==> src/design/mctp_pkg.sv <==
// Shared types, constants and helper functions of the motor command text parser.
// No dependencies; every other design file imports this package.
package mctp_pkg;

    // Field widths fixed by the interface
    localparam int BYTE_W  = 8;
    localparam int KIND_W  = 3;
    localparam int DIR_W   = 2;
    localparam int BASE_W  = 16;
    localparam int SPEED_W = 7;

    // Saturation limit of the drive arithmetic before it is masked to the field
    localparam int DRIVE_WIDTH = 16;

    // Register map
    localparam logic REG_LEFT_BASE  = 1'b0;
    localparam logic REG_RIGHT_BASE = 1'b1;
    localparam logic [BASE_W-1:0] LEFT_BASE_RESET  = 16'd32768;
    localparam logic [BASE_W-1:0] RIGHT_BASE_RESET = 16'd27853;

    // Command kinds
    localparam logic [KIND_W-1:0] KIND_FORWARD  = 3'd0;
    localparam logic [KIND_W-1:0] KIND_BACKWARD = 3'd1;
    localparam logic [KIND_W-1:0] KIND_LEFT     = 3'd2;
    localparam logic [KIND_W-1:0] KIND_RIGHT    = 3'd3;
    localparam logic [KIND_W-1:0] KIND_STOP     = 3'd4;

    // Motor directions
    localparam logic [DIR_W-1:0] DIR_STOPPED  = 2'd0;
    localparam logic [DIR_W-1:0] DIR_FORWARD  = 2'd1;
    localparam logic [DIR_W-1:0] DIR_BACKWARD = 2'd2;

    // Characters of interest
    localparam logic [BYTE_W-1:0] CH_NUL   = 8'h00;
    localparam logic [BYTE_W-1:0] CH_TAB   = 8'h09;
    localparam logic [BYTE_W-1:0] CH_CR    = 8'h0D;
    localparam logic [BYTE_W-1:0] CH_SPACE = 8'h20;
    localparam logic [BYTE_W-1:0] CH_PLUS  = 8'h2B;
    localparam logic [BYTE_W-1:0] CH_MINUS = 8'h2D;
    localparam logic [BYTE_W-1:0] CH_ZERO  = 8'h30;
    localparam logic [BYTE_W-1:0] CH_NINE  = 8'h39;

    localparam logic [SPEED_W-1:0] SPEED_MAX = 7'd100;

    // Keyword table, left aligned in 9 byte slots
    localparam int NUM_KW   = 5;
    localparam int KW_SLOTS = 9;
    localparam int KW_BITS  = KW_SLOTS * BYTE_W;
    localparam int POS_W    = 4;
    localparam int KW_STOP  = 4;

    localparam logic [KW_BITS-1:0] KW_TEXT [NUM_KW] = '{
        {"FORWARD:", 8'h00},
        "BACKWARD:",
        {"LEFT:", 32'h0},
        {"RIGHT:", 24'h0},
        {"STOP", 40'h0}
    };
    localparam logic [POS_W-1:0] KW_LEN [NUM_KW] = '{4'd8, 4'd9, 4'd5, 4'd6, 4'd4};

    // Reciprocal of 100: floor(x / 100) == (x * RECIP) >> RECIP_SHIFT for x below 2^23
    localparam int PROD_W      = BASE_W + SPEED_W;
    localparam int RECIP_W     = 24;
    localparam int RECIP_SHIFT = 30;
    localparam logic [RECIP_W-1:0] RECIP = 24'd10737419;
    localparam int SCALED_W    = PROD_W + RECIP_W;
    localparam int QUO_W       = SCALED_W - RECIP_SHIFT;
    localparam logic [32:0] DRIVE_MAX = (33'd1 << DRIVE_WIDTH) - 33'd1;

    // Queue geometry
    localparam int Q_DEPTH = 4;
    localparam int Q_PTR_W = 2;
    localparam int Q_CNT_W = 3;

    typedef enum logic [1:0] {
        PH_KEYWORD = 2'd0,
        PH_NUMBER  = 2'd1,
        PH_STOP    = 2'd2,
        PH_REJECT  = 2'd3
    } phase_t;

    typedef struct packed {
        logic [BYTE_W-1:0] cmd_byte;
        logic              last_byte;
    } in_item_t;

    typedef struct packed {
        logic [KIND_W-1:0] command_kind;
        logic [DIR_W-1:0]  left_dir;
        logic [DIR_W-1:0]  right_dir;
        logic [BASE_W-1:0] left_drive;
        logic [BASE_W-1:0] right_drive;
    } out_item_t;

    // Parsed command handed from the front to the back
    typedef struct packed {
        logic [KIND_W-1:0]  kind;
        logic [SPEED_W-1:0] speed;
    } cmd_t;

    function automatic logic [BYTE_W-1:0] kw_char(input logic [KW_BITS-1:0] text,
                                                  input logic [POS_W-1:0] pos);
        logic [KW_BITS-1:0] shifted;
        shifted = text << {pos, 3'b000};
        return shifted[KW_BITS-1 -: BYTE_W];
    endfunction

    function automatic logic [DIR_W-1:0] dir_left(input logic [KIND_W-1:0] kind);
        logic [DIR_W-1:0] d;
        case (kind)
            KIND_FORWARD:  d = DIR_FORWARD;
            KIND_BACKWARD: d = DIR_BACKWARD;
            KIND_LEFT:     d = DIR_BACKWARD;
            KIND_RIGHT:    d = DIR_FORWARD;
            default:       d = DIR_STOPPED;
        endcase
        return d;
    endfunction

    function automatic logic [DIR_W-1:0] dir_right(input logic [KIND_W-1:0] kind);
        logic [DIR_W-1:0] d;
        case (kind)
            KIND_FORWARD:  d = DIR_FORWARD;
            KIND_BACKWARD: d = DIR_BACKWARD;
            KIND_LEFT:     d = DIR_FORWARD;
            KIND_RIGHT:    d = DIR_BACKWARD;
            default:       d = DIR_STOPPED;
        endcase
        return d;
    endfunction

    function automatic logic [BASE_W-1:0] sat_drive(input logic [QUO_W-1:0] quo);
        logic [32:0] wide;
        wide = 33'(quo);
        if (wide > DRIVE_MAX)
        begin
            wide = DRIVE_MAX;
        end
        return wide[BASE_W-1:0];
    endfunction

endpackage

==> src/design/mctp_front.sv <==
// Front end: byte-wise keyword match and number parse, emits at most one command per packet.
// Depends on mctp_pkg.
module mctp_front (
    input  logic              clk,
    input  logic              rst_n,
    input  logic              accept,
    input  mctp_pkg::in_item_t in_item,
    output logic              emit,
    output mctp_pkg::cmd_t    cmd
);
    import mctp_pkg::*;

    phase_t              phase_reg, phase_next, tk_phase, f_phase;
    logic [POS_W-1:0]    pos_reg, pos_next, tk_pos;
    logic [NUM_KW-1:0]   live_reg, live_next, tk_live, f_live;
    logic [SPEED_W-1:0]  speed_reg, speed_next, tk_speed, f_speed;
    logic                neg_reg, neg_next, tk_neg, f_neg;
    logic                ended_reg, ended_next;

    logic [BYTE_W-1:0]   c;
    logic                is_nul;

    assign c      = in_item.cmd_byte;
    assign is_nul = (c == CH_NUL);

    // Effect of one non-NUL byte on the parser state
    always_comb
    begin
        logic [NUM_KW-1:0] still;
        logic [4:0]        pos_inc;
        logic              digit;
        logic              white;
        logic              take_digit;
        logic [10:0]       sum;

        tk_phase = phase_reg;
        tk_pos   = pos_reg;
        tk_live  = live_reg;
        tk_speed = speed_reg;
        tk_neg   = neg_reg;
        still    = '0;
        pos_inc  = 5'(pos_reg) + 5'd1;
        digit    = (c >= CH_ZERO) && (c <= CH_NINE);
        white    = (c == CH_SPACE) || ((c >= CH_TAB) && (c <= CH_CR));
        take_digit = 1'b0;
        sum      = 11'(speed_reg) * 11'd10 + 11'(c - CH_ZERO);

        case (phase_reg)
            PH_KEYWORD:
            begin
                for (int k = 0; k < NUM_KW; k++)
                begin
                    still[k] = live_reg[k] && (pos_reg < KW_LEN[k])
                               && (kw_char(KW_TEXT[k], pos_reg) == c);
                end
                tk_live = still;
                tk_pos  = pos_inc[POS_W-1:0];
                if (still == '0)
                begin
                    tk_phase = PH_REJECT;
                end
                else
                begin
                    // Keyword lengths differ, so at most one completes here
                    for (int k = 0; k < KW_STOP; k++)
                    begin
                        if (still[k] && (5'(KW_LEN[k]) == pos_inc))
                        begin
                            tk_phase = PH_NUMBER;
                            tk_live  = NUM_KW'(1) << k;
                            tk_pos   = '0;
                            tk_speed = '0;
                            tk_neg   = 1'b0;
                        end
                    end
                    if (still[KW_STOP] && (5'(KW_LEN[KW_STOP]) == pos_inc))
                    begin
                        tk_phase = PH_STOP;
                    end
                end
            end
            PH_NUMBER:
            begin
                if (pos_reg == 4'd0)
                begin
                    if (!white)
                    begin
                        tk_pos = 4'd1;
                        if (c == CH_MINUS)
                        begin
                            tk_neg = 1'b1;
                        end
                        else if (c != CH_PLUS)
                        begin
                            take_digit = 1'b1;
                        end
                    end
                end
                else if (pos_reg == 4'd1)
                begin
                    take_digit = 1'b1;
                end
                if (take_digit)
                begin
                    if (digit)
                    begin
                        tk_speed = (sum > 11'(SPEED_MAX)) ? SPEED_MAX : sum[SPEED_W-1:0];
                    end
                    else
                    begin
                        tk_pos = 4'd2;
                    end
                end
            end
            PH_STOP:
            begin
                tk_phase = PH_REJECT;
            end
            default:
            begin
                tk_phase = phase_reg;
            end
        endcase
    end

    // Next state
    always_comb
    begin
        phase_next = phase_reg;
        pos_next   = pos_reg;
        live_next  = live_reg;
        speed_next = speed_reg;
        neg_next   = neg_reg;
        ended_next = ended_reg;
        if (accept)
        begin
            if (!ended_reg)
            begin
                if (is_nul)
                begin
                    ended_next = 1'b1;
                end
                else
                begin
                    phase_next = tk_phase;
                    pos_next   = tk_pos;
                    live_next  = tk_live;
                    speed_next = tk_speed;
                    neg_next   = tk_neg;
                end
            end
            if (in_item.last_byte)
            begin
                phase_next = PH_KEYWORD;
                pos_next   = '0;
                live_next  = '1;
                speed_next = '0;
                neg_next   = 1'b0;
                ended_next = 1'b0;
            end
        end
    end

    // Outputs: the command at the end of the string
    always_comb
    begin
        f_phase = is_nul ? phase_reg : tk_phase;
        f_live  = is_nul ? live_reg  : tk_live;
        f_speed = is_nul ? speed_reg : tk_speed;
        f_neg   = is_nul ? neg_reg   : tk_neg;

        emit = accept && !ended_reg && (is_nul || in_item.last_byte)
               && ((f_phase == PH_STOP) || (f_phase == PH_NUMBER));

        if (f_phase == PH_STOP)
        begin
            cmd.kind  = KIND_STOP;
            cmd.speed = '0;
        end
        else
        begin
            if (f_live[0])
            begin
                cmd.kind = KIND_FORWARD;
            end
            else if (f_live[1])
            begin
                cmd.kind = KIND_BACKWARD;
            end
            else if (f_live[2])
            begin
                cmd.kind = KIND_LEFT;
            end
            else
            begin
                cmd.kind = KIND_RIGHT;
            end
            cmd.speed = f_neg ? '0 : f_speed;
        end
    end

    always_ff @(posedge clk or negedge rst_n)
    begin
        if (!rst_n)
        begin
            phase_reg <= PH_KEYWORD;
            pos_reg   <= '0;
            live_reg  <= '1;
            speed_reg <= '0;
            neg_reg   <= 1'b0;
            ended_reg <= 1'b0;
        end
        else
        begin
            phase_reg <= phase_next;
            pos_reg   <= pos_next;
            live_reg  <= live_next;
            speed_reg <= speed_next;
            neg_reg   <= neg_next;
            ended_reg <= ended_next;
        end
    end

endmodule

==> src/design/mctp_queue.sv <==
// Short command queue between the parsing front and the drive back end.
// Depends on mctp_pkg.
module mctp_queue (
    input  logic           clk,
    input  logic           rst_n,
    input  logic           push,
    input  mctp_pkg::cmd_t din,
    output logic           full,
    input  logic           pop,
    output mctp_pkg::cmd_t dout,
    output logic           empty
);
    import mctp_pkg::*;

    cmd_t               mem [Q_DEPTH];
    logic [Q_PTR_W-1:0] wr_ptr_reg, wr_ptr_next;
    logic [Q_PTR_W-1:0] rd_ptr_reg, rd_ptr_next;
    logic [Q_CNT_W-1:0] count_reg, count_next;
    logic               do_push, do_pop;

    assign full    = (count_reg == Q_CNT_W'(Q_DEPTH));
    assign empty   = (count_reg == '0);
    assign do_push = push && !full;
    assign do_pop  = pop && !empty;
    assign dout    = mem[rd_ptr_reg];

    always_comb
    begin
        wr_ptr_next = do_push ? wr_ptr_reg + 1'b1 : wr_ptr_reg;
        rd_ptr_next = do_pop ? rd_ptr_reg + 1'b1 : rd_ptr_reg;
        count_next  = count_reg + Q_CNT_W'(do_push) - Q_CNT_W'(do_pop);
    end

    always_ff @(posedge clk)
    begin
        if (do_push)
        begin
            mem[wr_ptr_reg] <= din;
        end
    end

    always_ff @(posedge clk or negedge rst_n)
    begin
        if (!rst_n)
        begin
            wr_ptr_reg <= '0;
            rd_ptr_reg <= '0;
            count_reg  <= '0;
        end
        else
        begin
            wr_ptr_reg <= wr_ptr_next;
            rd_ptr_reg <= rd_ptr_next;
            count_reg  <= count_next;
        end
    end

endmodule

==> src/design/mctp_back.sv <==
// Back end: scales the base drives by speed/100 in two multiply stages, then queues results.
// Depends on mctp_pkg.
module mctp_back (
    input  logic                          clk,
    input  logic                          rst_n,
    input  logic [mctp_pkg::BASE_W-1:0]   left_base,
    input  logic [mctp_pkg::BASE_W-1:0]   right_base,
    input  logic                          cmd_empty,
    input  mctp_pkg::cmd_t                cmd,
    output logic                          cmd_pop,
    output logic                          empty,
    input  logic                          pop,
    output mctp_pkg::out_item_t           result
);
    import mctp_pkg::*;

    // Stage 1: base * speed
    logic                 v1_reg;
    logic [KIND_W-1:0]    kind1_reg;
    logic [PROD_W-1:0]    prod_l_reg, prod_r_reg;
    // Stage 2: product * reciprocal of 100
    logic                 v2_reg;
    logic [KIND_W-1:0]    kind2_reg;
    logic [SCALED_W-1:0]  scaled_l_reg, scaled_r_reg;

    out_item_t            fifo_mem [Q_DEPTH];
    logic [Q_PTR_W-1:0]   wr_ptr_reg, rd_ptr_reg;
    logic [Q_CNT_W-1:0]   count_reg, count_next;
    logic [Q_CNT_W-1:0]   committed;
    logic                 fifo_pop;
    out_item_t            fifo_in;

    // Issue only when the result queue has room for everything in flight
    assign committed = count_reg + Q_CNT_W'(v1_reg) + Q_CNT_W'(v2_reg);
    assign cmd_pop   = !cmd_empty && (committed < Q_CNT_W'(Q_DEPTH));

    assign empty    = (count_reg == '0);
    assign fifo_pop = pop && !empty;
    assign result   = fifo_mem[rd_ptr_reg];

    always_comb
    begin
        fifo_in.command_kind = kind2_reg;
        fifo_in.left_dir     = dir_left(kind2_reg);
        fifo_in.right_dir    = dir_right(kind2_reg);
        fifo_in.left_drive   = sat_drive(scaled_l_reg[SCALED_W-1:RECIP_SHIFT]);
        fifo_in.right_drive  = sat_drive(scaled_r_reg[SCALED_W-1:RECIP_SHIFT]);
        count_next = count_reg + Q_CNT_W'(v2_reg) - Q_CNT_W'(fifo_pop);
    end

    always_ff @(posedge clk)
    begin
        kind1_reg    <= cmd.kind;
        prod_l_reg   <= PROD_W'(left_base) * PROD_W'(cmd.speed);
        prod_r_reg   <= PROD_W'(right_base) * PROD_W'(cmd.speed);
        kind2_reg    <= kind1_reg;
        scaled_l_reg <= SCALED_W'(prod_l_reg) * SCALED_W'(RECIP);
        scaled_r_reg <= SCALED_W'(prod_r_reg) * SCALED_W'(RECIP);
        if (v2_reg)
        begin
            fifo_mem[wr_ptr_reg] <= fifo_in;
        end
    end

    always_ff @(posedge clk or negedge rst_n)
    begin
        if (!rst_n)
        begin
            v1_reg     <= 1'b0;
            v2_reg     <= 1'b0;
            wr_ptr_reg <= '0;
            rd_ptr_reg <= '0;
            count_reg  <= '0;
        end
        else
        begin
            v1_reg     <= cmd_pop;
            v2_reg     <= v1_reg;
            wr_ptr_reg <= v2_reg ? wr_ptr_reg + 1'b1 : wr_ptr_reg;
            rd_ptr_reg <= fifo_pop ? rd_ptr_reg + 1'b1 : rd_ptr_reg;
            count_reg  <= count_next;
        end
    end

endmodule

==> src/design/motor_command_text_parser.sv <==
// Motor command text parser: top level with the base drive registers.
// Depends on mctp_pkg, mctp_front, mctp_queue and mctp_back.
// Throughput: one byte beat per cycle unless the command queue is full; one result beat per cycle out
// of the result queue. A result shows (empty low) once the command of its ending byte has passed the
// command queue and the two multiply stages of the drive scaler.
// Reset: asynchronous, active low; parser idle, queues empty, registers at their defaults.
module motor_command_text_parser (
    input  logic                          clk,
    input  logic                          rst_n,
    // Byte input, queue style
    input  logic                          push,
    input  mctp_pkg::in_item_t            in_item,
    output logic                          full,
    // Result output, queue style
    input  logic                          pop,
    output mctp_pkg::out_item_t           result,
    output logic                          empty,
    // Register write port
    input  logic                          cfg_write,
    input  logic                          cfg_index,
    input  logic [mctp_pkg::BASE_W-1:0]   cfg_data
);
    import mctp_pkg::*;

    logic [BASE_W-1:0] left_base_reg;
    logic [BASE_W-1:0] right_base_reg;

    logic accept;
    logic emit;
    cmd_t front_cmd;
    cmd_t queue_cmd;
    logic queue_full;
    logic queue_empty;
    logic queue_pop;

    // Hold off every byte while the command queue is full: any byte may end a packet
    assign full   = queue_full;
    assign accept = push && !queue_full;

    // Base drive registers; the user must write them only while the block is idle, the block does not enforce it
    always_ff @(posedge clk or negedge rst_n)
    begin
        if (!rst_n)
        begin
            left_base_reg  <= LEFT_BASE_RESET;
            right_base_reg <= RIGHT_BASE_RESET;
        end
        else if (cfg_write)
        begin
            case (cfg_index)
                REG_LEFT_BASE:  left_base_reg  <= cfg_data;
                REG_RIGHT_BASE: right_base_reg <= cfg_data;
                default:        left_base_reg  <= left_base_reg;
            endcase
        end
    end

    // Front: classify each byte, emit a command when a packet ends
    mctp_front u_front (
        .clk     (clk),
        .rst_n   (rst_n),
        .accept  (accept),
        .in_item (in_item),
        .emit    (emit),
        .cmd     (front_cmd)
    );

    // Decouple parsing from the drive arithmetic
    mctp_queue u_queue (
        .clk   (clk),
        .rst_n (rst_n),
        .push  (emit),
        .din   (front_cmd),
        .full  (queue_full),
        .pop   (queue_pop),
        .dout  (queue_cmd),
        .empty (queue_empty)
    );

    // Back: directions, scaled drives and the result queue
    mctp_back u_back (
        .clk        (clk),
        .rst_n      (rst_n),
        .left_base  (left_base_reg),
        .right_base (right_base_reg),
        .cmd_empty  (queue_empty),
        .cmd        (queue_cmd),
        .cmd_pop    (queue_pop),
        .empty      (empty),
        .pop        (pop),
        .result     (result)
    );

endmodule

==> config.mk <==
export PLATFORM = sky130hd
export DESIGN_NAME = motor_command_text_parser
export DESIGN_NICKNAME = d
export VERILOG_FILES = /design/src/design/mctp_pkg.sv /design/src/design/mctp_front.sv /design/src/design/mctp_queue.sv /design/src/design/mctp_back.sv /design/src/design/motor_command_text_parser.sv
export SDC_FILE = /design/constraint.sdc
export NUM_CORES = 2
export LEC_CHECK = 0
export ABC_AREA = 1
export BUFFER_PORTS_ARGS = -buffer_cell sky130_fd_sc_hd__buf_2
export CORE_MARGIN = 5
export CORE_UTILIZATION = 45
export CTS_BUF_LIST = sky130_fd_sc_hd__clkbuf_16
export DETAILED_ROUTE_END_ITERATION = 7
export GPL_TIMING_DRIVEN = 0
export HOLD_SLACK_MARGIN = 0.15
export PLACE_DENSITY_LB_ADDON = 0.12
export SYNTH_ARGS = -nofsm -noshare
export SYNTH_HDL_FRONTEND = slang
export SYNTH_SLANG_ARGS = --single-unit
==> constraint.sdc <==
create_clock -name clk -period 15.6 [get_ports clk]
set_clock_uncertainty 0.1 [all_clocks]
set_input_delay 0.78 -clock clk [delete_from_list [all_inputs] [get_ports clk]]
set_output_delay 0.78 -clock clk [all_outputs]
set_load 0.03 [all_outputs]
# --- Yosys cells after proc, flatten, opt, wreduce, memory -nomap -nowiden ---
# Memory sizes are Yosys's and may differ from the RTL's.
# Cells that the tools add are included.
totals:
  in_bits: 31
  reg_bits: 214
  output_inout_bits: 41
  mem_count: 2
  mem_bits_rw: 196
  wordCells: 214
memory_table:
  columns: ["memory", "words", "width", "rd", "rd_ports_with_merged_regs", "wr", "line", "rtl"]
  rows:
  - ["u_back.fifo_mem", 4, 39, 1, 0, 1, "mctp_back.sv:26", "out_item_t fifo_mem [Q_DEPTH];"]
  - ["u_queue.mem", 4, 10, 1, 0, 1, "mctp_queue.sv:15", "cmd_t mem [Q_DEPTH];"]
classes:
  mul: 5
  add_sub_neg: 13
  n_eq_ne: 24
  n_bitwise: 1
  n_shift: 5
  order_cmp: 13
  n_mux: 78
  reduce_logical: 50
op_table:
  columns: ["op", "n"]
  rows:
  - ["$shl A71 B7 Y72 const A", 5]
  - ["$mul A23 B24 Y47 const B", 2]
  - ["$mux W7", 12]
  - ["$mux W4", 12]
  - ["$mul A16 B7 Y23", 2]
  - ["$mux W5", 9]
  - ["$eq A8 B8 Y1", 5]
  - ["$gt A17 B16 Y1 const B", 2]
  - ["$mux W16", 2]
  - ["$logic_and A1 B1 Y1", 25]
  - ["$mux W1", 25]
  - ["$mux W2", 9]
  - ["$eq A8 B6 Y1 const B", 2]
  - ["$eq A3 B5 Y1 const A", 3]
  - ["$pmux W7 S2", 1]
  - ["$add A3 B1 Y3", 4]
  - ["$lt A4 B3 Y1 const B", 3]
  - ["$pmux W2 S2", 3]
  - ["$add A11 B11 Y11", 1]
  - ["$gt A11 B7 Y1 const B", 1]
  - ["$eq A4 B5 Y1 const A", 2]
  - ["$mul A7 B3 Y10 const B", 1]
  - ["$mux W10", 1]
  - ["$logic_not A3 Y1", 3]
  - ["33 further kinds", 54]

# --- Longest topological paths before layout ---
logic_depth:
  ltp_word: 18
  ltp_mapped: 27
  depth_no_buf: 27

# --- Modules after synthesis ---
# A second synthesis with hierarchy kept.
hier_totals:
  cells_unflattened: 5575
  hier_area_um2: 44851.8
by_module_without_submodules:
  columns: ["mod", "seq_area_each_um2", "area_each_um2", "cells_per_inst", "instances"]
  rows:
  - ["mctp_back", 6631.4, 37524.7, 4515, 1]
  - ["mctp_front", 506.7, 3973.8, 733, 1]
  - ["mctp_queue", 1376.3, 2020.7, 185, 1]
  - ["motor_command_text_parser", 813.3, 1332.5, 142, 1]

# --- Least setup slack after synthesis ---
# Ideal clock, no wire load.
synth_path:
  path_kind: "register -> register"
  startpoint: "register u_back.prod_r_reg[6]"
  endpoint: "register u_back.scaled_r_reg[37]"
  t_required_ns: 15.380
  period_less_slack_ns: 5.657
  path_slack_ns: 9.943
  n_path_buf: 0
  arrival_ns: 5.437
  setup_ns: 0.120
  stages_incl_launch_ff: 23
  path_cell_list: "dfxtp_1 > inv_1 > fa_1 > inv_1 > fa_1 > inv_1 > fa_1 > fa_1 > inv_1 > fa_1 > fa_1 > inv_1 > fa_1 > inv_1 > ha_1 > nand2_1 > nor2_1 > inv_1 > nor2_1 > nand2_1 > o21ai_0 > a21oi_1 > xnor2_1"
synth_via:
  elab_chain_len: 1
synth_lines:
  columns: ["item", "line", "rtl"]
  rows:
  - ["from (decl)", "mctp_back.sv:20", "logic [PROD_W-1:0] prod_l_reg, prod_r_reg;"]
  - ["from (signal assigned)", "mctp_back.sv:55", "prod_r_reg <= PROD_W'(right_base) * PROD_W'(cmd.speed);"]
  - ["$mul A23 B24 Y47", "mctp_back.sv:58", "scaled_r_reg <= SCALED_W'(prod_r_reg) * SCALED_W'(RECIP);"]
  - ["to (signal assigned)", "mctp_back.sv:58", null]
  - ["to (decl)", "mctp_back.sv:24", "logic [SCALED_W-1:0] scaled_l_reg, scaled_r_reg;"]
# Every way passes these cells.
# A chain may end at the register's enable or synchronous reset.

# --- Worst setup path in the final report ---
layout_path:
  startpoint: "register u_back.prod_l_reg[14]"
  endpoint: "register u_back.scaled_l_reg[39]"
layout_via:
  elab_chain_len: 1
layout_lines:
  columns: ["item", "line", "rtl"]
  rows:
  - ["from (decl)", "mctp_back.sv:20", null]
  - ["from (signal assigned)", "mctp_back.sv:54", "prod_l_reg <= PROD_W'(left_base) * PROD_W'(cmd.speed);"]
  - ["$mul A23 B24 Y47", "mctp_back.sv:57", "scaled_l_reg <= SCALED_W'(prod_l_reg) * SCALED_W'(RECIP);"]
  - ["to (signal assigned)", "mctp_back.sv:57", null]
  - ["to (decl)", "mctp_back.sv:24", null]
# Every way passes these cells.

==> metrics.yaml <==
status: "completed"
vias: 29900
crit_chain: "inv_1 -> fa_1 -> inv_1 -> ha_1 -> inv_1 -> fa_1 -> inv_1 -> fa_1 -> fa_1 -> fa_1 -> inv_1 -> fa_1 -> inv_1 -> ha_1 -> nand2_1 -> nor2_1 -> inv_1 -> nor4_1 -> nand3_1 -> o211ai_1 -> xor2_1"
ys_ff_latch: 350
drt-pass1-iter-count: 8
netlist_top_cells_area: "fa_1 26%, ha_1 18%, edfxtp_1 14%"
worst-path-max-fanout: 6
cts_max_path_buffers: 3
grt_pass1_wl_um: 169000
io_pins: 72
htree_num_levels: 2
synth_top_area_cell: "fa_1"
rsz0062_at_grt: "no"
grt_max_degree: 42
grt_pass1_vias: 31100
worstSetupPathType: "register to register"
yosys_warnings: 0
synth_flop_cell: "edfxtp_1"
coreArea_um2: 91500
final.min_clock_period_ps: 6610
min_period_over_period_pct: 42.4
tns_ps: 0
async_flop_share_pct: 19.4
final_nets: 5902
endpoint_kind: "register"
area_growth_pct: 7.68
synth.yosys.seq_area_share_pct: 22.5
gp_congestion: 0.920
drtIter0Drc: 1556
cap_violations: 0
syn_nets: 5786
start_kind: "register"
slowest_delay_ps: 660
clock_sinks: 350
antenna_found_initial: 1
regMostFlops: "u_back.fifo_mem"
worstMarginPinSlew_ps: 1190
gr-total-overflow: 0
synth_cell_type_count: 60
setup_viol: 0
hp-class: "register to register"
top_regs: "u_back.fifo_mem x156, u_queue.mem x40"
cts_tree: "yes"
post_cts_resized: 0
path_delay_family: "adder cells"
cp_common_cell: "inv_1"
drt-vias-per-instance: 5.03
rows: 111
num_antenna_cells: 0
die_h_um: 314
root_buffer: "clkbuf_16"
slowest_stage: "dfxtp_1"
maxSlewViolCount: 0
syn-cell-area_um2: 41500
dieWidth_um: 314
drcViolationCount: 0
numCtsBuffers: 38
io_buffers: 70
critPathRequiredTime_ps: 15970
drive_above_1_share_pct: 5.32
wl_per_cell_um: 17.6
cp_data_arrival_time_ps: 6980
start_util_pct: 45.3
largest_reg_flops: 156
final_cells: 5942
crit_buf_inv: 7
synth_common_cells: "996 x inv_1, 728 x nand2_1, 613 x ha_1"
holdWs_ps: 277
hpwl_um: 88000
synth_edf_count: 196
antenna_left: 0
final_util_pct: 48.8
fmax_mhz: 151
hold_viol: 0
syn-instance-count: 4611
fillers: 8877
grtUsageTotal_pct: 21.5
dieArea_um2: 98300
netlist.area_leader.share_pct: 25.6
cts.reportedPaths.clkPinSlew_ps: 60
syn_area_per_cell_um2: 9.00
yosysMostFrequentCell: "inv_1"
placed_cells: 5872
slew_headroom_pct: 19.7
wl_um: 104000
clock_latency_ps: 550
-- area by class of cell --
| type | instances | area [um^2] | share of cell area (%) |
|---|---|---|---|
| clock inverter | 29 | 223 | 0.499 |
| tap | 1186 | 1480 | 3.32 |
| inverter | 1015 | 3810 | 8.54 |
| buffer | 89 | 403 | 0.902 |
| sequential | 350 | 9330 | 20.9 |
| timing repair buffer | 76 | 478 | 1.07 |
| clock buffer | 40 | 1000 | 2.24 |
| multi-input combinational | 3157 | 27900 | 62.5 |
-- worst paths after layout --
path                                       start                      end  slack (ps)  cells after the start
max                        u_back.prod_l_reg[14]  u_back.scaled_l_reg[39]        8990                     21
min                                u_back.v1_reg            u_back.v2_reg         280                      0
max reg2reg                u_back.prod_l_reg[14]  u_back.scaled_l_reg[39]        8990                     21
min reg2reg                        u_back.v1_reg            u_back.v2_reg         280                      0
max in group asynchronous                  rst_n      u_front.live_reg[0]       14120                      3
min in group asynchronous                  rst_n        right_base_reg[9]         640                      2
-- metrics by stage --
step,setup slack (ps),instance area [um^2]
floorplan,9940,41500
global placement,9090,43300
detailed placement,9000,43400
CTS,8920,44700
global route,8570,44700
finish,8990,44700
-- logic make-up after synthesis --
| family | Yosys count | share of synthesized area, % |
|---|---|---|
| compound gates | 526 | 7.06 |
| buf+inv | 1104 | 10.2 |
| flops | 350 | 22.5 |
| xor+xnor | 96 | 2.03 |
| fa+ha+maj | 1144 | 44.1 |
| simple gates | 1391 | 14.1 |
-- repair_timing --
action | CTS | global route
setup buffers | 0 | 0
hold buffers | 1 | 0
endpoints found under the hold margin | 23 | 0
-- metal layers --
metal  global-route usage [%]  vias to the layer above  wire [um]
met1                     31.3                    14400      50100
met3                     3.14                      115       5160
li1                         -                    14800          -
met5                        0                        -         11
met4                     3.94                        2       1950
met2                     34.7                      633      47100
-- placed cells by master (no fill, tap or decap), types with 53 or more instances in the layout --
cell	instances
xor2_1	67
fa_1	531
nand2_1	728
edfxtp_1	196
dfrtp_1	53
a21oi_1	151
nand3_1	145
dfxtp_1	86
inv_1	997
buf_2	75
o21ai_0	217
ha_1	613
nor2_1	369
Power is left out: the tool's default activity adds up to more than one toggle a clock period on the data nets, which glitch-free logic cannot reach.
